## config.mk

```make
export PLATFORM = sky130hd
export DESIGN_NAME = fpa_div_step
export DESIGN_NICKNAME = d
export VERILOG_FILES = /design/src/fpa_pkg.sv /design/src/fpa_div_step.sv
export SDC_FILE = /design/constraint.sdc
export NUM_CORES = 1
export LEC_CHECK = 0
export BUFFER_PORTS_ARGS = -buffer_cell sky130_fd_sc_hd__buf_2
export CORE_AREA = 2 2 185 187
export CTS_CLUSTER_DIAMETER = 120
export CTS_CLUSTER_SIZE = 8
export DETAILED_ROUTE_END_ITERATION = 10
export DIE_AREA = 0 0 187 189
export PLACE_DENSITY = 0.45
export SYNTH_ARGS = -nofsm -noshare
export SYNTH_HDL_FRONTEND = slang
export SYNTH_SLANG_ARGS = --single-unit
```

## constraint.sdc

```tcl
create_clock -name clk_i -period 0.8 [get_ports clk_i]
set_input_delay 0.12 -clock clk_i [delete_from_list [all_inputs] [get_ports clk_i]]
set_output_delay 0.12 -clock clk_i [all_outputs]
set_load 0.05 [all_outputs]
```

## src/fpa_pkg.sv

```systemverilog
// ----------------------------------------------------------------------------
// fpa_pkg
// Shared types, operation codes and saturation helpers for the fixed-point ALU.
// ----------------------------------------------------------------------------
package fpa_pkg;

  // operation codes
  localparam logic [3:0] OP_ADD      = 4'd0;
  localparam logic [3:0] OP_SUB      = 4'd1;
  localparam logic [3:0] OP_MUL      = 4'd2;
  localparam logic [3:0] OP_DIV      = 4'd3;
  localparam logic [3:0] OP_MIN      = 4'd4;
  localparam logic [3:0] OP_MAX      = 4'd5;
  localparam logic [3:0] OP_INC      = 4'd6;
  localparam logic [3:0] OP_DEC      = 4'd7;
  localparam logic [3:0] OP_TO_INT   = 4'd8;
  localparam logic [3:0] OP_FROM_INT = 4'd9;

  // quotient bits produced by the divider chain, one per stage
  localparam int DIV_STEPS = 32;
  // front stages + divider steps + output stage
  localparam int LATENCY   = 3 + DIV_STEPS + 1;

  localparam logic [31:0] POS_LIMIT = 32'h7fff_ffff;
  localparam logic [31:0] NEG_LIMIT = 32'h8000_0000;

  // item state carried down the pipeline
  typedef struct packed {
    logic [3:0]  op;
    logic        lt;
    logic        gt;
    logic        eq;
    logic        dz;
    logic        ovf;
    logic        neg;
    logic        big;
    logic [31:0] res;
    logic [63:0] pmag;
    logic [31:0] rem;
    logic [31:0] num_lo;
    logic [31:0] den;
    logic [31:0] quo;
  } fpa_item_t;

  typedef struct packed {
    logic        ovf;
    logic [31:0] val;
  } fpa_sat_t;

  // clamp a signed 64-bit value to the 32-bit range
  function automatic fpa_sat_t sat_s64(input logic signed [63:0] v);
    fpa_sat_t s;
    s.ovf = 1'b0;
    s.val = v[31:0];
    if (v > 64'sh0000_0000_7fff_ffff) begin
      s.ovf = 1'b1;
      s.val = POS_LIMIT;
    end else if (v < -64'sh0000_0000_8000_0000) begin
      s.ovf = 1'b1;
      s.val = NEG_LIMIT;
    end
    return s;
  endfunction

  // clamp a magnitude with sign to the 32-bit range
  function automatic fpa_sat_t sat_mag(input logic [63:0] m, input logic neg);
    fpa_sat_t s;
    logic [63:0] lim;
    lim   = neg ? {32'd0, NEG_LIMIT} : {32'd0, POS_LIMIT};
    s.ovf = 1'b0;
    s.val = neg ? (~m[31:0] + 32'd1) : m[31:0];
    if (m > lim) begin
      s.ovf = 1'b1;
      s.val = neg ? NEG_LIMIT : POS_LIMIT;
    end
    return s;
  endfunction

endpackage

```

## src/fpa_div_step.sv

```systemverilog
// ----------------------------------------------------------------------------
// fpa_div_step
// One restoring division step: produces one quotient bit per stage.
// ----------------------------------------------------------------------------
module fpa_div_step (
  input  logic                clk_i,
  input  logic                rst_ni,
  input  logic                valid_i,
  input  fpa_pkg::fpa_item_t  item_i,
  output logic                valid_o,
  output fpa_pkg::fpa_item_t  item_o
);

  logic [32:0]        part;
  logic               qbit;
  fpa_pkg::fpa_item_t item_d;

  // shift in the next numerator bit, subtract when it fits
  always_comb begin
    part          = {item_i.rem, item_i.num_lo[31]};
    qbit          = (part >= {1'b0, item_i.den});
    item_d        = item_i;
    item_d.rem    = qbit ? 32'(part - {1'b0, item_i.den}) : part[31:0];
    item_d.num_lo = {item_i.num_lo[30:0], 1'b0};
    item_d.quo    = {item_i.quo[30:0], qbit};
  end

  always_ff @(posedge clk_i or negedge rst_ni) begin
    if (!rst_ni) begin
      valid_o <= 1'b0;
    end else begin
      valid_o <= valid_i;
    end
  end

  always_ff @(posedge clk_i) begin
    item_o <= item_d;
  end

endmodule

```

== Yosys cells after proc, flatten, opt, wreduce, memory -nomap -nowiden ==
Index checks and enable logic that the tools add are counted.

* Add/subtract/negate cells: 1
* Order comparisons: 1
* Muxes and demuxes: 1

{| class="wikitable"
|+ Operator list
! cell !! number
|-
| 33-bit by 32-bit >= comparator with 1-bit output || 1
|-
| 32-bit two-way mux || 1
|-
| 32-bit subtractor || 1
|}

* Register bits after elaboration: 235
* Output and inout port bits: 236
* Word-level logic and storage cells: 18

== Depth between registers and ports, before layout ==
* Depth in word-level cells: 2
* Depth in mapped cells: 13
* Mapped depth without buffers: 11

== Least setup slack after synthesis ==
No wires, ideal clock.

* Path type: input -> register
* Start: input item_i[55] in the netlist's numbering
* End: register item_o[100] in the netlist's numbering
* Arrival: 2.228 ns
* Required time: 0.679 ns
* Slack: -1.549 ns
* Stages: 11
* Path buffers: 2
* Cells stage by stage: inv_1 -> ha_1 -> buf_6 -> and3_1 -> o21a_1 -> a311oi_2 -> o21ai_1 -> or3b_1 -> o21a_1 -> buf_6 -> mux2_4

{| class="wikitable"
|+ RTL lines
! item !! RTL line !! text
|-
| start, declared || fpa_div_step.sv:9 || <nowiki>input fpa_pkg::fpa_item_t item_i,</nowiki>
|-
| end signal, assigned || fpa_div_step.sv:37 || <nowiki>item_o <= item_d;</nowiki>
|-
| end, declared || fpa_div_step.sv:11 || <nowiki>output fpa_pkg::fpa_item_t item_o</nowiki>
|}

==> out/qor.yml <==
outcome:
  status: "finished with violations"
  violations: "negative setup slack"
timing:
  slew_violations: 0
  finalCritPeriodShare_pct: 242
  tns_ns: -110.49
  rsz0062_at_grt: "yes"
  layout_min_cycle_time_ns: 1.94
  fmax_ghz: 0.516
  finalWorstSetupSlack_ns: -1.14
  finalHoldViolations: 0
  setup_viol: 268
  hold_ws_ns: 0.0184
logic_synthesis:
  synth.distinct_cells: 51
  synth_flop_cell: "dfxtp_1"
  yosys-top-cells-count: "dfxtp_1, a21oi_1, inv_1, nor2_1, ha_1"
  synth.most_common_cell: "dfxtp_1"
  yosysSeqAreaShare_pct: 66.8
  syn_inst: 596
  yosysWarnings: 0
  yosys-top-cells-area: "dfxtp_1, ha_1, a21oi_1"
  synth_edf_count: 0
  synth_nets: 867
  yosysTopAreaCellShare_pct: 66.5
  async_reset_ff_share_pct: 0.426
  ys_ff_latch: 235
  yosysTopAreaCell: "dfxtp_1"
  syn_area_um2: 7050
  syn_area_per_cell_um2: 11.8
pwr:
  p_leak_uw: 0.00788
  combPwrFrac_pct: 30.2
  ir_worst_vdd_v: 0.00169
  p_clk_share_pct: 34.5
  p_per_area_nw_per_um2: 2200
  intPower_uw: 26100
  pwr-share-seq_pct: 35.3
  p_sw_share_pct: 31.7
  p_sw_uw: 12100
clocking:
  clk_path_buf_depth: 3
  cts_sinks: 235
  cts_inserted_buffers: 35
  cts_tree: "yes"
  cts.clk_slew.worst_paths_ns: 0.05
  cts-root-buf: "clkbuf_16"
  cts-htree-levels: 2
hold_path:
  min_path_cells: 3
  hp-start: "item_i[33]"
  hold_end: "item_o[97]$_DFF_P_"
  hold_class: "input pin to flip-flop"
global_route:
  antenna_found_initial: 12
  grt_overflow_total: 0
  grt_pass1_wl_um: 54400
  grtUsageTotal_pct: 20.7
  grt_pass1_vias: 8483
  grt_max_degree: 13
floorplan:
  initial_core_util_pct: 21.2
  core_region_area_um2: 33300
  dieArea_um2: 35300
  fp.dieW_um: 187
  num_rows: 67
  die_y_um: 189
  ios: 474
layout:
  multi_input_area_um2: 2570
  final.fill_count: 2854
  postLayoutCellArea_um2: 17400
  area_delta_synth_final_pct: 146
  fin_nets: 1718
  area.sequential_um2: 5000
  drive_above_1_share_pct: 66.7
routing:
  firstDrtPassIters: 4
  vias: 7604
  drcViolationCount: 0
  wire_per_inst_um: 19.5
  totalWireLength_um: 37200
  ant_nets: 0
  viasPerCell: 3.99
  dr.first_iter.drc_count: 180
placed_design:
  place_congestion: 0.859
  io_buffers: 471
  placed_cell_area_um2: 10800
  hpwlAfterDp_um: 25100
setup_path:
  arrival_ns: 2.35
  critical_path_class: "input pin to flip-flop"
  cp-end-kind: "flip-flop"
  cp.required_ns: 1.21
  crit_fanout: 12
  start_kind: "input pin"
job:
  drv_cap: 0
[cell type report]
class	instances	area share, %
antenna	8	0.115
clock buffer	36	5.07
clock inverter	3	0.209
inverter	46	1.02
multi-input combinational	297	14.8
sequential	235	28.8
tap	448	3.23
timing repair buffer	832	46.7
[worst max-delay path, stage by stage]
cell,delay (ns)
buf_6,0.10
ha_4,0.25
a21o_1,0.17
o21a_1,0.20
a311oi_2,0.31
o21ai_2,0.10
or3b_4,0.38
o21a_4,0.24
buf_12,0.16
mux2_4,0.30
[sequential cells by signal, indices dropped and copies added (netlist names)]
name / flops
item_o: 234
valid_o: 1
[stage by stage]
| step | worst slack, ns | total power (uW) | instances | utilization (%) |
|---|---|---|---|---|
| floorplan | -1.45 | 18200 | 596 | - |
| detailed placement | -1.99 | 21100 | 1609 | 32.5 |
| global placement | -1.93 | 21100 | 1609 | 32.5 |
| global route | -1.20 | 39600 | 1904 | 52.2 |
| finish | -1.14 | 38200 | 1905 | 52.2 |
| CTS | -1.09 | 38000 | 1895 | 51.0 |
[cells by family (layout without fill, tap and decap cells)]
kind of cell | Yosys count | in the layout | synth area share [%]
other | 1 | 9 | 0.0532
flip-flops | 235 | 235 | 66.8
multiplexers | 10 | 10 | 1.99
AO/OA/AOI/OAI | 120 | 120 | 10.4
AND/OR/NAND/NOR | 107 | 107 | 7.42
adder cells (fa/ha/maj) | 33 | 33 | 5.96
XOR/XNOR | 26 | 26 | 3.23
buffers and inverters | 64 | 917 | 4.14
[power groups by stage]
stage	combinational, uW	clock (uW)	sequential, uW
detailed placement	7990	0	13100
global placement	7990	0	13100
global route	12100	14000	13600
CTS	11200	13400	13400
finish	11500	13200	13500
floorplan	1830	0	16400
[metal layers]
layer / GRT usage, % / wire, um / part of all wire (%) / up-vias
met5: 0 / 38 / 0.10 / -
met4: 11.8 / 1890 / 5.1 / 6
met3: 5.84 / 2330 / 6.3 / 81
met2: 36.1 / 18800 / 51 / 314
met1: 22.7 / 14200 / 38 / 3506
li1: - / - / - / 3697
[placed cells by master, fill, tap and decap left out, types with 7 or more instances in the layout]
cell           instances
nand2_1               22
xnor2_1               16
clkbuf_16             35
buf_8                214
diode_2                8
dlygate4sd3_1        236
a21oi_2               24
nor2_1                18
buf_6                 27
nand3_1                7
nand2b_1               7
nor2_4                14
inv_1                 42
nand4_1                8
a21oi_1               30
buf_12                 7
dfxtp_2              232
o21ai_0               13
xor2_1                10
ha_1                  20
buf_2                231
ha_4                   8
a21o_1                 8
mux2_4                 8
buf_4                114
[worst max path at each step]
stage	startpoint	endpoint	slack (ns)
2_1_floorplan	item_i[118]	item_o[100]$_DFF_P_	-1.45
3_3_place_gp	item_i[34]	item_o[126]$_DFF_P_	-1.93
3_5_place_dp	item_i[95]	item_o[126]$_DFF_P_	-1.99
4_1_cts	item_i[118]	item_o[120]$_DFF_P_	-1.09
5_1_grt	item_i[118]	item_o[120]$_DFF_P_	-1.20
6_report	item_i[118]	item_o[103]$_DFF_P_	-1.14
[timing repair]
action	in CTS	in global routing
pin swaps	11	10
buffers inserted	9	2
cloned	3	0
endpoints found under the setup margin	268	268
hold endpoints to repair	235	1
gates resized for setup	955	80
hold buffers	235	1
Note: power is estimated with default switching activity, not from simulation.
