===== config.mk =====
export PLATFORM = sky130hd
export DESIGN_NAME = fpa_front
export DESIGN_NICKNAME = d
export VERILOG_FILES = /design/src/fpa_pkg.sv /design/src/fpa_front.sv
export SDC_FILE = /design/constraint.sdc
export NUM_CORES = 2
export LEC_CHECK = 0
export ABC_AREA = 0
export BUFFER_PORTS_ARGS = -buffer_cell sky130_fd_sc_hd__buf_2
export CORE_UTILIZATION = 45
export CTS_BUF_LIST = sky130_fd_sc_hd__clkbuf_8
export DETAILED_ROUTE_END_ITERATION = 10
export HOLD_SLACK_MARGIN = 0.12
export SETUP_SLACK_MARGIN = 0.1
export SYNTH_ARGS = -nofsm -noshare
export SYNTH_HDL_FRONTEND = slang
export SYNTH_SLANG_ARGS = --single-unit

===== constraint.sdc =====
create_clock -name clk_i -period 12.6 [get_ports clk_i]
set_clock_uncertainty 0.15 [all_clocks]
set_input_delay 1.89 -clock clk_i [delete_from_list [all_inputs] [get_ports clk_i]]
set_output_delay 1.89 -clock clk_i [all_outputs]
set_load 0.03 [all_outputs]

===== src/fpa_pkg.sv =====
// ----------------------------------------------------------------------------
// fpa_pkg
// Shared types, operation codes and saturation helpers for the fixed-point ALU.
// ----------------------------------------------------------------------------
package fpa_pkg;

  // operation codes
  localparam logic [3:0] OP_ADD      = 4'd0;
  localparam logic [3:0] OP_SUB      = 4'd1;
  localparam logic [3:0] OP_MUL      = 4'd2;
  localparam logic [3:0] OP_DIV      = 4'd3;
  localparam logic [3:0] OP_MIN      = 4'd4;
  localparam logic [3:0] OP_MAX      = 4'd5;
  localparam logic [3:0] OP_INC      = 4'd6;
  localparam logic [3:0] OP_DEC      = 4'd7;
  localparam logic [3:0] OP_TO_INT   = 4'd8;
  localparam logic [3:0] OP_FROM_INT = 4'd9;

  // quotient bits produced by the divider chain, one per stage
  localparam int DIV_STEPS = 32;
  // front stages + divider steps + output stage
  localparam int LATENCY   = 3 + DIV_STEPS + 1;

  localparam logic [31:0] POS_LIMIT = 32'h7fff_ffff;
  localparam logic [31:0] NEG_LIMIT = 32'h8000_0000;

  // item state carried down the pipeline
  typedef struct packed {
    logic [3:0]  op;
    logic        lt;
    logic        gt;
    logic        eq;
    logic        dz;
    logic        ovf;
    logic        neg;
    logic        big;
    logic [31:0] res;
    logic [63:0] pmag;
    logic [31:0] rem;
    logic [31:0] num_lo;
    logic [31:0] den;
    logic [31:0] quo;
  } fpa_item_t;

  typedef struct packed {
    logic        ovf;
    logic [31:0] val;
  } fpa_sat_t;

  // clamp a signed 64-bit value to the 32-bit range
  function automatic fpa_sat_t sat_s64(input logic signed [63:0] v);
    fpa_sat_t s;
    s.ovf = 1'b0;
    s.val = v[31:0];
    if (v > 64'sh0000_0000_7fff_ffff) begin
      s.ovf = 1'b1;
      s.val = POS_LIMIT;
    end else if (v < -64'sh0000_0000_8000_0000) begin
      s.ovf = 1'b1;
      s.val = NEG_LIMIT;
    end
    return s;
  endfunction

  // clamp a magnitude with sign to the 32-bit range
  function automatic fpa_sat_t sat_mag(input logic [63:0] m, input logic neg);
    fpa_sat_t s;
    logic [63:0] lim;
    lim   = neg ? {32'd0, NEG_LIMIT} : {32'd0, POS_LIMIT};
    s.ovf = 1'b0;
    s.val = neg ? (~m[31:0] + 32'd1) : m[31:0];
    if (m > lim) begin
      s.ovf = 1'b1;
      s.val = neg ? NEG_LIMIT : POS_LIMIT;
    end
    return s;
  endfunction

endpackage


===== src/fpa_front.sv =====
// ----------------------------------------------------------------------------
// fpa_front
// Input register, simple operations and multiplier, then divider set-up.
// ----------------------------------------------------------------------------
module fpa_front #(
  parameter int FRAC_BITS = 8
) (
  input  logic                clk_i,
  input  logic                rst_ni,
  input  logic                valid_i,
  input  logic [3:0]          op_i,
  input  logic signed [31:0]  a_i,
  input  logic signed [31:0]  b_i,
  output logic                valid_o,
  output fpa_pkg::fpa_item_t  item_o
);

  // stage 1: input register
  logic               v1_q;
  logic [3:0]         op1_q;
  logic signed [31:0] a1_q, b1_q;

  always_ff @(posedge clk_i or negedge rst_ni) begin
    if (!rst_ni) begin
      v1_q <= 1'b0;
    end else begin
      v1_q <= valid_i;
    end
  end

  always_ff @(posedge clk_i) begin
    op1_q <= op_i;
    a1_q  <= a_i;
    b1_q  <= b_i;
  end

  // stage 2: flags, simple ops, product
  logic               v2_q;
  logic [3:0]         op2_q;
  logic signed [31:0] a2_q, b2_q;
  logic signed [63:0] prod2_q;
  logic [31:0]        res2_q;
  logic               ovf2_q, lt2_q, gt2_q, eq2_q;

  logic [31:0]        res2_d;
  logic               ovf2_d;
  logic signed [63:0] a64, b64;
  fpa_pkg::fpa_sat_t  s;

  always_comb begin
    a64    = 64'(a1_q);
    b64    = 64'(b1_q);
    res2_d = 32'd0;
    ovf2_d = 1'b0;
    s      = '0;
    case (op1_q)
      fpa_pkg::OP_ADD: begin
        s = fpa_pkg::sat_s64(a64 + b64);
        res2_d = s.val;
        ovf2_d = s.ovf;
      end
      fpa_pkg::OP_SUB: begin
        s = fpa_pkg::sat_s64(a64 - b64);
        res2_d = s.val;
        ovf2_d = s.ovf;
      end
      fpa_pkg::OP_MIN: res2_d = (a1_q < b1_q) ? a1_q : b1_q;
      fpa_pkg::OP_MAX: res2_d = (a1_q > b1_q) ? a1_q : b1_q;
      fpa_pkg::OP_INC: begin
        s = fpa_pkg::sat_s64(a64 + 64'sd1);
        res2_d = s.val;
        ovf2_d = s.ovf;
      end
      fpa_pkg::OP_DEC: begin
        s = fpa_pkg::sat_s64(a64 - 64'sd1);
        res2_d = s.val;
        ovf2_d = s.ovf;
      end
      fpa_pkg::OP_TO_INT: res2_d = a1_q >>> FRAC_BITS;
      fpa_pkg::OP_FROM_INT: begin
        s = fpa_pkg::sat_s64(a64 <<< FRAC_BITS);
        res2_d = s.val;
        ovf2_d = s.ovf;
      end
      default: res2_d = 32'd0;
    endcase
  end

  always_ff @(posedge clk_i or negedge rst_ni) begin
    if (!rst_ni) begin
      v2_q <= 1'b0;
    end else begin
      v2_q <= v1_q;
    end
  end

  always_ff @(posedge clk_i) begin
    op2_q   <= op1_q;
    a2_q    <= a1_q;
    b2_q    <= b1_q;
    prod2_q <= a64 * b64;
    res2_q  <= res2_d;
    ovf2_q  <= ovf2_d;
    lt2_q   <= (a1_q < b1_q);
    gt2_q   <= (a1_q > b1_q);
    eq2_q   <= (a1_q == b1_q);
  end

  // stage 3: product magnitude and divider set-up
  logic [31:0]        maga, magb;
  logic [63:0]        num64;
  fpa_pkg::fpa_item_t item_d;

  always_comb begin
    maga        = a2_q[31] ? (~a2_q + 32'd1) : a2_q;
    magb        = b2_q[31] ? (~b2_q + 32'd1) : b2_q;
    num64       = {32'd0, maga} << FRAC_BITS;
    item_d      = '0;
    item_d.op   = op2_q;
    item_d.lt   = lt2_q;
    item_d.gt   = gt2_q;
    item_d.eq   = eq2_q;
    item_d.ovf  = ovf2_q;
    item_d.res  = res2_q;
    item_d.dz   = (op2_q == fpa_pkg::OP_DIV) && (b2_q == 32'sd0);
    item_d.pmag = prod2_q[63] ? (~prod2_q + 64'd1) : prod2_q;
    item_d.neg  = (op2_q == fpa_pkg::OP_MUL) ? prod2_q[63] : (a2_q[31] ^ b2_q[31]);
    item_d.big  = (num64[63:32] >= magb);
    item_d.rem  = num64[63:32];
    item_d.num_lo = num64[31:0];
    item_d.den  = magb;
    item_d.quo  = 32'd0;
  end

  always_ff @(posedge clk_i or negedge rst_ni) begin
    if (!rst_ni) begin
      valid_o <= 1'b0;
    end else begin
      valid_o <= v2_q;
    end
  end

  always_ff @(posedge clk_i) begin
    item_o <= item_d;
  end

endmodule


# Yosys cells after proc, flatten, opt, wreduce, memory -nomap -nowiden
# Cells that the tools add are included.
word_totals:
  ff_bits: 410
  elab_cells: 85
  out_inout_bits: 236
  rom_bits: 0
  ramBits: 0
  memories: 0
  input_bits: 71
  latchBits: 0
op_classes:
  div_mod_pow: 0
  mux: 18
  bitwise_logic: 4
  shift: 0
  n_mul: 1
  n_addsub: 7
  n_reduce_logical: 3
  order_cmp: 13
  eq_ne: 10
ops:
  columns: ["cell", "n"]
  rows:
  - ["two-way mux 33 bit", 10]
  - ["one-hot mux 32 bit (8 select lines)", 1]
  - ["> comparator 33 x 32 -> 1 bit, second input constant", 4]
  - ["less-than comparator 33 x 32 -> 1 bit, second input constant", 4]
  - ["two-way mux 32 bit", 4]
  - ["adder 32 x 1 -> 32 bit, second input constant", 2]
  - ["adder 64 x 1 -> 64 bit, second input constant", 1]
  - ["multiplier 32 x 32 -> 64 bit", 1]
  - ["inverter 32 bit", 2]
  - ["inverter 64 bit", 1]
  - ["two-way mux 63 bit", 1]
  - ["> comparator 40 x 32 -> 1 bit, second input constant", 1]
  - ["less-than comparator 40 x 32 -> 1 bit, second input constant", 1]
  - ["adder 32 x 2 -> 33 bit, second input constant", 1]
  - ["adder 32 x 32 -> 33 bit", 1]
  - ["subtractor 32 x 2 -> 33 bit, second input constant", 1]
  - ["subtractor 32 x 32 -> 33 bit", 1]
  - ["== test 32 bit", 1]
  - [">= comparator 8 x 32 -> 1 bit", 1]
  - ["> comparator 32 bit", 1]
  - ["logical NOT 32 bit", 1]
  - ["less-than comparator 32 bit", 1]
  - ["== test 4 x 3 -> 1 bit, second input constant", 4]
  - ["== test 4 x 2 -> 1 bit, second input constant", 2]
  - ["other kinds (7)", 8]

# Logic depth before layout (Yosys ltp)
depth:
  depth_word: 5
  mapped_depth: 31
  ltp_nobuf: 28

# Worst setup path before layout
# Ideal clock, no wire load.
synth_timing:
  kind: "flip-flop to flip-flop"
  startpoint: "register a1_q[31]"
  endpoint: "register prod2_q[62]"
  period_less_slack_ps: 8171
  slack_ps: 4429
  t_required_ps: 12378
  setup_time_ps: 72
  path_buffers: 4
  arrival_time_ps: 7949
  path_stages_with_launch: 24
  path_cell_list: "dfxtp_1 clkbuf_1 clkbuf_1 buf_1 nand2_1 inv_1 fa_1 fa_1 fa_1 fa_1 fa_1 fa_1 fa_1 fa_1 ha_1 clkbuf_1 nand4_1 or3_1 o31a_1 o21ai_0 o21ai_0 o21a_1 o21ai_0 xor2_1"
synth_between:
  elab_chain_len: 1
synth_lines:
  columns: ["element", "line_no", "rtl"]
  rows:
  - ["from (decl)", "fpa_front.sv:21", "logic signed [31:0] a1_q, b1_q;"]
  - ["from (signal assigned)", "fpa_front.sv:33", "a1_q <= a_i;"]
  - ["multiplier 32 x 32 -> 64 bit", "fpa_front.sv:101", "prod2_q <= a64 * b64;"]
  - ["to (signal assigned)", "fpa_front.sv:101", null]
  - ["to (decl)", "fpa_front.sv:41", "logic signed [63:0] prod2_q;"]
# Every way passes these cells.
# A chain may end at the register's enable or synchronous reset.

# Worst setup path in the final report
layout_timing:
  startpoint: "register a1_q[31]"
  endpoint: "register prod2_q[61]"
# The elaborated chain is that of the path after synthesis.

==> results.ini <==
[status]
status = completed

[final_layout]
filler_cell_count = 11390
drive_above_1_share = 0.08766
nets = 7333
area_growth_pct = 7.767

[global_routing]
grt_pass1_vias = 43750
overflow = 0
grt_max_degree = 51
grt_usage = 0.3041
grt_pass1_wl_um = 276100
antenna_found_initial = 9

[clock_network]
htree_num_levels = 3
clock_path_buffers = 3
cts_tree = done
hold_buffers = 0
clk_pin_slew_ns = 0.07
cts_root_buf = clkbuf_8
cts_resized = 0
clock_latency_ns = 0.80
cts_setup_buffers = 0
clkSinkCount = 410
cts_buffers = 73

[synthesis]
synth-main-ff-cell = dfxtp_1
synth_enable_flop_cells = 0
synth_cell_types = 87
async_reset_ff_frac = 0.007317
syn_inst = 5812
ys_ff_latch = 410
yosysTopAreaCellShare = 0.4019
synth_most_common_cell = fa_1
synth.area.top_cells = fa_1, dfxtp_1, inv_1, ha_1, nand2_1
ys_top_cells_by_count = fa_1, inv_1, nand2_1
syn_area_um2 = 54000
yosysTopAreaCell = fa_1
syn_avg_cell_area_um2 = 9.291
yosysSeqAreaShare = 0.1523
ys_warn_count = 0

[timing]
finalSetupViolCount = 0
period_needed_ns = 9.851
worst_pin_slew_ns = 1.139
fin_setup_tns_ns = 0
rsz0062_at_grt = false
hold_viol_final = 0
clock.fmax_mhz = 101.5
fin_crit_sh = 0.7818
max_slew_margin = 0.2187
maxSlewViolCount = 0

[detailed_routing]
num_vias = 41720
routed_wl_um = 179600
wl_per_cell_um = 23.72
drc_errors = 0
drt-pass1-iter-count = 6
postRouteAntennaNets = 0
first_iter_violations = 4034
vias_per_cell = 5.511

[worst_setup_path]
critPathCaptureType = flop
cp_data_required_time_ns = 13.11
rr_startpoint = a1_q[31]
r2r_setup_slack_ns = 2.75
rr_endpoint = prod2_q[61]
cp-start-kind = flop
critPathMaxFanout = 24
path_class = reg -> reg
reg2reg_depth = 24
critPathArrivalTime_ns = 10.36

[die]
rows = 126
die_h_um = 348.4
start_util = 0.4555
io_pins = 307
core_area_um2 = 118600
dieArea_um2 = 121400
fp.dieW_um = 348.4

[hold_path]
min_path_type = reg -> reg
hold_path.startpoint = res2_q[8]
min_to = item_o[200]
hold_depth = 0

[placed_design]
place.gp.congestion = 0.9464
port_buffers = 242
dp_hpwl_um = 138200

[job]
cap_violations = 0

## critical path, cell delays in order, from the launching register on
cell and delay (ns):
dfxtp_1 0.31, buf_4 0.28, buf_4 0.41, inv_1 0.26, nor2_1 0.47, fa_1 0.50, inv_1 0.25, fa_1 0.46
inv_1 0.21, fa_1 0.49, fa_1 0.81, inv_1 0.38, fa_1 0.58, inv_1 0.06, fa_1 0.55, fa_1 0.46
fa_1 0.49, ha_1 0.42, nand2_1 0.08, a2111oi_0 0.90, nor2b_1 0.22, a21oi_1 0.14, nor3_1 0.44, o221ai_1 0.22
xnor2_1 0.16
## layer usage
metal,global-route usage,part of all wire
met3,0.06187,0.088
met5,0,0.00026
met1,0.4160,0.41
met2,0.4712,0.45
met4,0.1234,0.045
## flip-flops by register name (all words and copies together), names as in the netlist
name and count:
lt2_q 1, eq2_q 1, b1_q 32, gt2_q 1
a1_q 32, item_o 171, op2_q 4, a2_q 32
prod2_q 64, res2_q 32, valid_o 1, b2_q 32
op1_q 4, v2_q 1, ovf2_q 1, v1_q 1
## layout make-up
class	instances	area [µm²]	area share
well taps	1600	2002	0.03440
diodes	5	12.51	0.0002150
clock inverters	38	355.3	0.006106
multi-input cells	4033	40430	0.6947
repair buffers	346	1992	0.03423
inverters	1050	3941	0.06773
flip-flops and latches	410	8238	0.1416
clock buffers	89	1225	0.02105
## cells by family (layout without fill, tap and decap cells)
group | Yosys count | after routing | share of synthesized area
flip-flops | 410 | 410 | 0.1523
buffers and inverters | 1432 | 1523 | 0.1041
XOR/XNOR | 248 | 248 | 0.04023
adder cells (fa/ha/maj) | 1349 | 1349 | 0.4632
other | 1 | 69 | 0.00006945
multiplexers | 25 | 25 | 0.004750
AO/OA/AOI/OAI | 693 | 693 | 0.08625
AND/OR/NAND/NOR | 1654 | 1654 | 0.1490
## cells in the final DEF (no fill, tap or decap), drive strengths merged, types with 51 or more instances in the layout
cell	instances
nand3	51
o21ai	137
nor3	59
a21o	61
clkbuf	89
inv	1059
xnor2	207
buf	346
conb	64
ha	264
a21oi	167
nor2	283
dfxtp	407
and2	377
nand2	642
fa	1084
## worst max-delay path by stage
stage	endpoint	cells past startpoint	slack, ns	from
floorplan	prod2_q[62]	23	4.43	a1_q[31]
detailed placement	prod2_q[63]	24	2.94	a1_q[31]
global placement	prod2_q[63]	24	2.92	a1_q[31]
global route	prod2_q[61]	24	2.25	a1_q[31]
CTS	prod2_q[61]	24	2.90	a1_q[31]
finish	prod2_q[61]	24	2.75	a1_q[31]
## through the flow
stage          hold WS, ns  std cells  setup slack [ns]  utilization  area [µm²]
6_report            0.1754       7571             2.749       0.4908       58190
5_1_grt             0.1799       7569             2.255       0.4908       58190
4_1_cts             0.1671       7566             2.904       0.4907       58180
3_5_place_dp        0.1621       7439             2.938       0.4774       56600
3_3_place_gp        0.1619       7439             2.922       0.4774       56600
2_1_floorplan       0.1596       5875             4.429            -       54230
Power is left out: the tool's default activity adds up to more than one toggle a clock period on the data nets, which glitch-free logic cannot reach.
