`src/fpa_pkg.sv`:
```
// ----------------------------------------------------------------------------
// fpa_pkg
// Shared types, operation codes and saturation helpers for the fixed-point ALU.
// ----------------------------------------------------------------------------
package fpa_pkg;

  // operation codes
  localparam logic [3:0] OP_ADD      = 4'd0;
  localparam logic [3:0] OP_SUB      = 4'd1;
  localparam logic [3:0] OP_MUL      = 4'd2;
  localparam logic [3:0] OP_DIV      = 4'd3;
  localparam logic [3:0] OP_MIN      = 4'd4;
  localparam logic [3:0] OP_MAX      = 4'd5;
  localparam logic [3:0] OP_INC      = 4'd6;
  localparam logic [3:0] OP_DEC      = 4'd7;
  localparam logic [3:0] OP_TO_INT   = 4'd8;
  localparam logic [3:0] OP_FROM_INT = 4'd9;

  // quotient bits produced by the divider chain, one per stage
  localparam int DIV_STEPS = 32;
  // front stages + divider steps + output stage
  localparam int LATENCY   = 3 + DIV_STEPS + 1;

  localparam logic [31:0] POS_LIMIT = 32'h7fff_ffff;
  localparam logic [31:0] NEG_LIMIT = 32'h8000_0000;

  // item state carried down the pipeline
  typedef struct packed {
    logic [3:0]  op;
    logic        lt;
    logic        gt;
    logic        eq;
    logic        dz;
    logic        ovf;
    logic        neg;
    logic        big;
    logic [31:0] res;
    logic [63:0] pmag;
    logic [31:0] rem;
    logic [31:0] num_lo;
    logic [31:0] den;
    logic [31:0] quo;
  } fpa_item_t;

  typedef struct packed {
    logic        ovf;
    logic [31:0] val;
  } fpa_sat_t;

  // clamp a signed 64-bit value to the 32-bit range
  function automatic fpa_sat_t sat_s64(input logic signed [63:0] v);
    fpa_sat_t s;
    s.ovf = 1'b0;
    s.val = v[31:0];
    if (v > 64'sh0000_0000_7fff_ffff) begin
      s.ovf = 1'b1;
      s.val = POS_LIMIT;
    end else if (v < -64'sh0000_0000_8000_0000) begin
      s.ovf = 1'b1;
      s.val = NEG_LIMIT;
    end
    return s;
  endfunction

  // clamp a magnitude with sign to the 32-bit range
  function automatic fpa_sat_t sat_mag(input logic [63:0] m, input logic neg);
    fpa_sat_t s;
    logic [63:0] lim;
    lim   = neg ? {32'd0, NEG_LIMIT} : {32'd0, POS_LIMIT};
    s.ovf = 1'b0;
    s.val = neg ? (~m[31:0] + 32'd1) : m[31:0];
    if (m > lim) begin
      s.ovf = 1'b1;
      s.val = neg ? NEG_LIMIT : POS_LIMIT;
    end
    return s;
  endfunction

endpackage

```
`src/fpa_back.sv`:
```
// ----------------------------------------------------------------------------
// fpa_back
// Rounding and saturation of multiply and divide, output register.
// ----------------------------------------------------------------------------
module fpa_back #(
  parameter int FRAC_BITS = 8
) (
  input  logic                clk_i,
  input  logic                rst_ni,
  input  logic                valid_i,
  input  fpa_pkg::fpa_item_t  item_i,
  output logic                valid_o,
  output logic [31:0]         res_o,
  output logic                lt_o,
  output logic                gt_o,
  output logic                eq_o,
  output logic                dz_o,
  output logic                ovf_o
);

  localparam int          RND_SH = (FRAC_BITS > 0) ? FRAC_BITS - 1 : 0;
  localparam logic [63:0] RND    = (FRAC_BITS > 0) ? (64'd1 << RND_SH) : 64'd0;

  logic [63:0]       mmag;
  logic              rbit;
  logic [63:0]       qmag;
  fpa_pkg::fpa_sat_t smul, sdiv;
  logic [31:0]       res_d;
  logic              ovf_d;

  // round half away from zero, then clamp
  always_comb begin
    mmag  = (item_i.pmag + RND) >> FRAC_BITS;
    rbit  = ({item_i.rem, 1'b0} >= {1'b0, item_i.den});
    qmag  = {31'd0, ({1'b0, item_i.quo} + {32'd0, rbit})};
    smul  = fpa_pkg::sat_mag(mmag, item_i.neg);
    sdiv  = fpa_pkg::sat_mag(qmag, item_i.neg);
    res_d = item_i.res;
    ovf_d = item_i.ovf;
    case (item_i.op)
      fpa_pkg::OP_MUL: begin
        res_d = smul.val;
        ovf_d = smul.ovf;
      end
      fpa_pkg::OP_DIV: begin
        if (item_i.dz) begin
          res_d = 32'd0;
          ovf_d = 1'b0;
        end else if (item_i.big) begin
          res_d = item_i.neg ? fpa_pkg::NEG_LIMIT : fpa_pkg::POS_LIMIT;
          ovf_d = 1'b1;
        end else begin
          res_d = sdiv.val;
          ovf_d = sdiv.ovf;
        end
      end
      default: begin
        res_d = item_i.res;
        ovf_d = item_i.ovf;
      end
    endcase
  end

  always_ff @(posedge clk_i or negedge rst_ni) begin
    if (!rst_ni) begin
      valid_o <= 1'b0;
    end else begin
      valid_o <= valid_i;
    end
  end

  always_ff @(posedge clk_i) begin
    res_o <= res_d;
    ovf_o <= ovf_d;
    lt_o  <= item_i.lt;
    gt_o  <= item_i.gt;
    eq_o  <= item_i.eq;
    dz_o  <= item_i.dz;
  end

endmodule

```
`config.mk`:
```
export PLATFORM = sky130hd
export DESIGN_NAME = fpa_back
export DESIGN_NICKNAME = d
export VERILOG_FILES = /design/src/fpa_pkg.sv /design/src/fpa_back.sv
export SDC_FILE = /design/constraint.sdc
export NUM_CORES = 1
export LEC_CHECK = 0
export ABC_AREA = 1
export BUFFER_PORTS_ARGS = -buffer_cell sky130_fd_sc_hd__buf_4
export CORE_ASPECT_RATIO = 2
export CORE_MARGIN = 1
export CORE_UTILIZATION = 54
export CTS_CLUSTER_DIAMETER = 80
export DETAILED_ROUTE_END_ITERATION = 6
export HOLD_SLACK_MARGIN = 0.06
export PLACE_DENSITY = 0.83
export SLEW_MARGIN = 20
export SYNTH_ARGS = -nofsm -noshare
export SYNTH_HDL_FRONTEND = slang
export SYNTH_SLANG_ARGS = --single-unit
```
`constraint.sdc`:
```
create_clock -name clk_i -period 0.8 [get_ports clk_i]
set_clock_uncertainty 0.2 [all_clocks]
set_input_delay 0.04 -clock clk_i [delete_from_list [all_inputs] [get_ports clk_i]]
set_output_delay 0.04 -clock clk_i [all_outputs]
set_load 0.02 [all_outputs]
```
==> results of run 1 <==
## routing by layer
metal  track usage, %  GRT overflow
met3            71.78             8
met5            28.40             0
met1            80.82             2
met2            107.9           369
met4            101.4           184
## timing repair
item | 4_1_cts
gates resized for setup | 138
hold endpoints to repair | 39
hold buffers | 6
setup endpoints to repair | 71
pin swaps | 17
setup buffers | 7
cloned | 3
## cells by family after synthesis
group	synth area share, %
flip-flops	8.522
AND/OR/NAND/NOR	53.86
AO/OA/AOI/OAI	10.37
XOR/XNOR	2.910
adder cells (fa/ha/maj)	14.06
buffers and inverters	10.26
## through the flow
| step | setup TNS, ns | std cells |
|---|---|---|
| 3_3_place_gp | -112.89 | 2557 |
| 2_1_floorplan | -95.99 | 1721 |
| 3_5_place_dp | -125.47 | 2557 |
| 4_1_cts | -115.26 | 2581 |
## synthesized netlist by cell type, types with 2 or more instances
master / number / share of area [%]
nand3b_1: 5 / 0.42
nor2_4: 10 / 1.3
ha_1: 101 / 14
xor2_1: 24 / 2.3
nor3_1: 14 / 0.78
inv_2: 3 / 0.13
or2_2: 7 / 0.49
o21ai_0: 67 / 3.7
buf_2: 2 / 0.11
o21ai_1: 11 / 0.61
nand3_1: 171 / 9.5
nor2_1: 233 / 9.7
a21oi_1: 56 / 3.1
a21boi_0: 6 / 0.50
buf_6: 2 / 0.25
xnor2_1: 4 / 0.39
o21a_1: 3 / 0.25
nand4_1: 43 / 3.0
inv_1: 209 / 8.7
dfxtp_1: 37 / 8.2
buf_4: 4 / 0.33
and2_1: 3 / 0.21
nor4_1: 4 / 0.28
o211ai_1: 4 / 0.33
o21bai_1: 9 / 0.75
nand2_1: 638 / 27
nor2_2: 11 / 0.77
clkbuf_1: 14 / 0.58
a22oi_1: 3 / 0.25
nand2_2: 6 / 0.42
nor3b_1: 2 / 0.17
buf_1: 3 / 0.13
==> metrics.yaml, run 1 <==
logic_synthesis:
  synthCells: 1721
  ys_seq_area_share_pct: 8.522
  syn_nets: 2060
  synth_seq_cells: 38
  yosysWarnings: 0
  syn-mean-instance-area_um2: 5.221
  synth_edf_count: 0
  async_reset_ff_share_pct: 2.632
  synthDistinctLibCells: 44
  ys.flop_type: "dfxtp_1"
  syn_area_mm2: 0.008985
run_status:
  lastStage: "5_1_grt"
  outcome: "did not finish"
  error: "[ERROR GRT-0116] Global routing finished with congestion. Check the congestion regions in the DRC Viewer."
place:
  gp_congestion: 1.126
  dp_hpwl_um: 36930
  pre_cts_slack_ns: -3.883
  portBuffers: 236
  dpl-instance-area_mm2: 0.01428
clock_tree:
  cts_inserted_buffers: 5
  clock-sinks: 38
  ctsRootBufferMaster: "clkbuf_16"
  cts_max_path_buffers: 2
  htree_levels: 2
global_route:
  grt-ovfl-total: 563
  grt_pass1_vias: 19851
  grt_pass1_wl_um: 119400
  grt_max_degree: 43
  grt_usage_pct: 88.18
die:
  fp.dieH_um: 184.4
  rows: 66
  ios: 276
  die_w_um: 93.21
  initial_core_util_pct: 55.23
==> inputs of run 2 (changes only) <==
--- a/config.mk
+++ b/config.mk
@@ -7,13 +7,10 @@
 export LEC_CHECK = 0
 export ABC_AREA = 1
 export BUFFER_PORTS_ARGS = -buffer_cell sky130_fd_sc_hd__buf_4
-export CORE_ASPECT_RATIO = 2
 export CORE_MARGIN = 1
-export CORE_UTILIZATION = 54
-export CTS_CLUSTER_DIAMETER = 80
+export CORE_UTILIZATION = 40
 export DETAILED_ROUTE_END_ITERATION = 6
-export HOLD_SLACK_MARGIN = 0.06
-export PLACE_DENSITY = 0.83
+export PLACE_DENSITY_LB_ADDON = 0.15
 export SLEW_MARGIN = 20
 export SYNTH_ARGS = -nofsm -noshare
 export SYNTH_HDL_FRONTEND = slang
==> metrics.yaml, run 2 <==
run_status:
  violations: "hold timing, setup timing"
  outcome: "finished, violations left"  # was did not finish
timing:
  setup-tns-final_ns: -120.30
  period_share_pct: 539.0
  slew_violations: 0
  setup_violations: 71
  fin_ws_ns: -3.512
  period_needed_ns: 4.312
  max_freq_mhz: 231.9
  relSlewSlack_pct: 57.91
  worst_hold_slack_ns: -0.2432
  finalHoldViolCount: 34
  rsz0062_at_grt: "true"
  worstMarginPinSlew_ns: 0.6313
logic_synthesis:
  yosysTopAreaCellShare_pct: 26.65  # unchanged
  ys.flop_type: "dfxtp_1"  # unchanged
  ys_seq_area_share_pct: 8.522  # unchanged
  syn-mean-instance-area_um2: 5.221  # unchanged
  syn_area_mm2: 0.008985  # unchanged
  syn_nets: 2060  # unchanged
  synth_seq_cells: 38  # unchanged
  synth.area.top_cells: "nand2_1 (27%), ha_1 (14%), nor2_1 (9.7%), nand3_1 (9.5%), inv_1 (8.7%)"  # unchanged
  async_reset_ff_share_pct: 2.632  # unchanged
  synth_top_area_cell: "nand2_1"  # unchanged
  synthDistinctLibCells: 44  # unchanged
  synth_common_cells: "nand2_1 (638), nor2_1 (233), inv_1 (209)"  # unchanged
  yosysWarnings: 0  # unchanged
  synth_edf_count: 0  # unchanged
  synthCells: 1721  # unchanged
  yosysMostFrequentCell: "nand2_1"  # unchanged
global_route:
  grt_usage_pct: 32.11
  antenna_found_initial: 1
  grt_max_degree: 51
  met3_usage_pct: 1.654
  grt_pass1_vias: 12766
  grt-ovfl-total: 0
  met1_usage_pct: 38.29
  grt_pass1_wl_um: 60840
  grt_util_met2_pct: 59.57
  busiest_layer: "met2"
final_layout:
  regMostFlops: "res_o"
  largest_register_ffs: 32
  areaGrowthSynthToFinish_pct: 71.10
  layout.nets: 2727
  mostFrequentLayoutCell: "buf_4"
  final_cell_mix: "buf_4 (623), nand2_1 (618), nor2_1 (224), inv_1 (199), nand3_1 (152)"
  layout-drive-gt1-share_pct: 36.12
  nFillCells: 1994
  antenna_cells: 0
power:
  p_leak_nw: 8.183
  vdd_drop_max_v: 0.0007018
  total_power_mw: 11.29
  powerDensity_mw_per_mm2: 734.5
worst_setup_path:
  cp-start-kind: "primary input"
  crit_path_max_incr_delay_ns: 0.34
  cp_common_cell: "nand2_1"
  arrival_ns: 4.33
  cp.required_ns: 0.82
  cp_slowest_cell: "ha_2"
  crit_buf_inv: 6
  crit_fanout: 5
  worstSetupPathType: "in -> reg"
  cp-end-kind: "flop"
  cp_top_family: "simple AND/OR/NAND/NOR gates"
die:
  ios: 276  # unchanged
  rows: 54  # was 66
  initial_core_util_pct: 41.04  # was 55.23%
  die_w_um: 151.9  # was 93.21 um
  fp.dieH_um: 151.9  # was 184.4 um
  coreArea_mm2: 0.02189
  die-area_mm2: 0.02307
clock_tree:
  clock-sinks: 38  # unchanged
  ctsRootBufferMaster: "clkbuf_16"  # unchanged
  cts_tree: "built"
  cts_inserted_buffers: 5  # unchanged
  clk_pin_slew_ns: 0.07
  cts_max_path_buffers: 2  # unchanged
  ctsHoldBuffers: 6  # unchanged
  htree_levels: 2  # unchanged
detailed_routing:
  first_pass_iters: 5
  wl_per_cell_um: 14.25
  vias: 13400
  drc: 0
  first_iter_violations: 709
  routed_wl_um: 38020
  drtAntennaViolNets: 0
  viasPerCell: 5.021
min_path:
  hold_path.class: "in -> reg"
place:
  portBuffers: 236  # unchanged
  dp_hpwl_um: 32330  # was 36930 um
  pre_cts_slack_ns: -3.813  # was -3.883 ns
  gp_congestion: 0.9676  # was 1.126
run:
  maxCapViolations: 0
## run 2: logic make-up (layout without fill, tap and decap cells)
logic type / after synthesis / count (layout) / share of synthesized area, %
compound gates: 167 / 167 / 10.37
xor+xnor: 29 / 29 / 2.910
fa+ha+maj: 101 / 101 / 14.06
buf+inv: 237 / 905 / 10.26
flops: 38 / 38 / 8.522
simple gates: 1149 / 1149 / 53.86
## run 2: final timing paths
kind                              from   endpoint  slack (ns)  cells after the start
max in group asynchronous       rst_ni    valid_o        0.46                      2
worst min-delay path       item_i[200]   res_o[8]       -0.24                      3
min in group asynchronous       rst_ni    valid_o       -0.14                      2
worst max-delay path       item_i[110]  res_o[25]       -3.51                     33
## run 2: timing repair
item / CTS / global route
gates resized for setup: 136 / 50
hold endpoints to repair: 39 / 34
pin swaps: 33 / 23
gates cloned: 2 / 2
buffers inserted: 9 / 6
endpoints found under the setup margin: 71 / 71
## run 2: final cells by class
type | instances | area [um2] | share of cell area, %
inverter | 212 | 810.8 | 5.274
sequential | 38 | 812.0 | 5.282
timing repair buffer | 685 | 5420 | 35.26
clock inverter | 3 | 68.82 | 0.4476
tap | 280 | 350.3 | 2.279
multi-input combinational | 1446 | 7786 | 50.65
clock buffer | 5 | 125.1 | 0.8139
## run 2: layer usage
layer / wire length [um] / share of wire, %
met5: 13 / 0.034
met4: 1625 / 4.3
met3: 1738 / 4.6
met2: 18810 / 49
met1: 15830 / 42
## run 2: where the power goes
part           internal, mW  switching (mW)
registers              2.07          0.0818
clock network          1.80           0.922
logic                  3.18            3.24
## run 2: tightest hold or removal path, delay by kind of cell
kind | cells | cell delay, ns
buffers and inverters | 1 | 0.08
AND/OR/NAND/NOR | 2 | 0.11
## run 2: stage by stage
step                      util (%)  instances  instance area (um2)
after floorplan                  -       1721                 9208
after global placement       65.88       2638                14420
after detailed placement     65.88       2638                14420
after CTS                    69.23       2662                15150
after global routing         70.23       2669                15370
final                        70.23       2669                15370
(Power assumes the default switching activity.)
==> inputs of run 3 (changes only) <==
--- a/config.mk
+++ b/config.mk
@@ -11,6 +11,7 @@
 export CORE_UTILIZATION = 40
 export DETAILED_ROUTE_END_ITERATION = 6
 export PLACE_DENSITY_LB_ADDON = 0.15
+export RECOVER_POWER = 50
 export SLEW_MARGIN = 20
 export SYNTH_ARGS = -nofsm -noshare
 export SYNTH_HDL_FRONTEND = slang
==> metrics.yaml, run 3 (synthesized netlist as in run 2, its figures left out) <==
run_status:
  outcome: "finished, violations left"  # unchanged
  violations: "hold timing, setup timing"  # unchanged
detailed_routing:
  routed_wl_um: 38050  # was 38020 um
  viasPerCell: 4.987  # was 5.021
  first_pass_iters: 6  # was 5
  drc: 0  # unchanged
  vias: 13309  # was 13400
  wl_per_cell_um: 14.26  # was 14.25 um
  drtAntennaViolNets: 0  # unchanged
  first_iter_violations: 757  # was 709
die:
  fp.dieH_um: 151.9  # unchanged
  initial_core_util_pct: 41.04  # unchanged
  coreArea_mm2: 0.02189  # unchanged
  rows: 54  # unchanged
  die_w_um: 151.9  # unchanged
  ios: 276  # unchanged
  die-area_mm2: 0.02307  # unchanged
timing:
  period_share_pct: 538.7  # was 539.0%
  finalHoldViolCount: 34  # unchanged
  max_freq_mhz: 232.0  # was 231.9 MHz
  fin_ws_ns: -3.510  # was -3.512 ns
  worst_hold_slack_ns: -0.2446  # was -0.2432 ns
  slew_violations: 0  # unchanged
  rsz0062_at_grt: "true"  # unchanged
  relSlewSlack_pct: 57.52  # was 57.91%
  period_needed_ns: 4.310  # was 4.312 ns
  setup_violations: 71  # unchanged
  worstMarginPinSlew_ns: 0.6372  # was 0.6313 ns
final_layout:
  areaGrowthSynthToFinish_pct: 71.10  # unchanged
  antenna_cells: 0  # unchanged
  nFillCells: 1994  # unchanged
  final_core_util_pct: 70.23  # unchanged
  largest_register_ffs: 32  # unchanged
  fin_area_mm2: 0.01537  # unchanged
  layout-drive-gt1-share_pct: 36.12  # unchanged
  final_cell_mix: "buf_4 (620), nand2_1 (618), nor2_1 (224), inv_1 (199), nand3_1 (152)"  # was buf_4 (623), nand2_1 (618), nor2_1 (224), inv_1 (199), nand3_1 (152)
  mostFrequentLayoutCell: "buf_4"  # unchanged
  stdcell_count: 2669  # unchanged
  layout.nets: 2727  # unchanged
  regMostFlops: "res_o"  # unchanged
clock_tree:
  clk_pin_slew_ns: 0.07  # about the same
  ctsRootBufferMaster: "clkbuf_16"  # unchanged
  clock-sinks: 38  # unchanged
  cts_inserted_buffers: 5  # unchanged
  cts_max_path_buffers: 2  # unchanged
  ctsHoldBuffers: 6  # unchanged
  htree_levels: 2  # unchanged
  cts_tree: "built"  # unchanged
global_route:
  antenna_found_initial: 1  # unchanged
  grt_pass1_wl_um: 60840  # unchanged
  grt-ovfl-total: 0  # unchanged
  grt_usage_pct: 32.11  # unchanged
  grt_max_degree: 51  # unchanged
  grt_pass1_vias: 12766  # unchanged
power:
  sw_frac_of_total_pct: 37.67  # was 37.62%
  pwr-share-clk_pct: 24.1  # about the same
  total_power_mw: 11.30  # was 11.29 mW
  p_leak_nw: 8.182  # was 8.183 nW
  combPwrFrac_pct: 56.8  # was 56.9%
  vdd_drop_max_v: 0.0007120  # was 0.0007018 V
  powerDensity_mw_per_mm2: 735.1  # was 734.5 mW/mm2
  p_int_mw: 7.044  # about the same
  switchingPower_mw: 4.257  # was 4.248 mW
  power_frac_seq_pct: 19.0  # was 19.1%
place:
  portBuffers: 236  # unchanged
  gp_congestion: 0.9676  # unchanged
  dp_cells: 2638  # unchanged
  dp_hpwl_um: 32330  # unchanged
  dpl-instance-area_mm2: 0.01442  # unchanged
worst_setup_path:
  cp-end-kind: "flop"  # unchanged
  cp-start-kind: "primary input"  # unchanged
  worstSetupPathType: "in -> reg"  # unchanged
  crit_fanout: 5  # unchanged
  cp_common_cell: "nand2_1"  # unchanged
  crit_path_max_incr_delay_ns: 0.34  # about the same
  cp.required_ns: 0.82  # about the same
  cp_slowest_cell: "ha_2"  # unchanged
  arrival_ns: 4.33  # about the same
min_path:
  hold_path.class: "in -> reg"  # unchanged
run:
  maxCapViolations: 0  # unchanged
run 3: changes by cell type in the layout (fill, tap and decap cells not counted), sizes merged:
cell and delta:
buf -3, clkbuf +3
run 3: timing repair:
item / CTS / global route
hold endpoints to repair: 39 / 34
pin swaps: 33 / 23
gates cloned: 2 / 2
gates resized for setup: 136 / 50
endpoints found under the setup margin: 71 / 71
setup buffers: 9 / 6
run 3: routing by layer:
layer / share of wire [%] / GRT usage, %
met3: 4.6 / 1.654
met5: 0.034 / 0
met2: 49 / 59.57
met1: 42 / 38.29
met4: 4.3 / 13.10
run 3: final timing paths:
| path | endpoint | cells after the start | start | slack, ns |
|---|---|---|---|---|
| min in group asynchronous | valid_o | 2 | rst_ni | -0.12 |
| max in group asynchronous | valid_o | 2 | rst_ni | 0.44 |
| min | res_o[8] | 3 | item_i[200] | -0.24 |
| max | res_o[25] | 33 | item_i[110] | -3.51 |
run 3: critical path: cells and delay by family:
family	cells	cell delay, ns
AND/OR/NAND/NOR	20	1.91
AO/OA/AOI/OAI	3	0.62
buffers and inverters	6	0.71
adder cells (fa/ha/maj)	4	1.02
run 3: layout make-up:
class	count	area, um2	share of cell area (%)
Sequential cell	38	812.0	5.282
Timing Repair Buffer	685	5420	35.26
Inverter	212	810.8	5.274
Clock inverter	3	68.82	0.4476
Tap cell	280	350.3	2.279
Clock buffer	5	125.1	0.8139
Multi-Input combinational cell	1446	7786	50.65
run 3: power by group through the flow:
stage	clock network (mW)	registers [mW]	logic, mW
finish	2.73	2.15	6.42
global route	2.79	2.16	7.06
CTS	2.74	2.15	6.24
detailed placement	0	2.13	5.94
global placement	0	2.14	5.81
floorplan	0	2.31	2.46
run 3: metrics by stage:
stage | setup slack (ns) | TNS (ns)
after floorplan | -2.966 | -95.99
after global placement | -3.728 | -119.04
after detailed placement | -3.813 | -122.85
after CTS | -3.410 | -117.73
after global routing | -3.781 | -129.25
final | -3.510 | -120.12
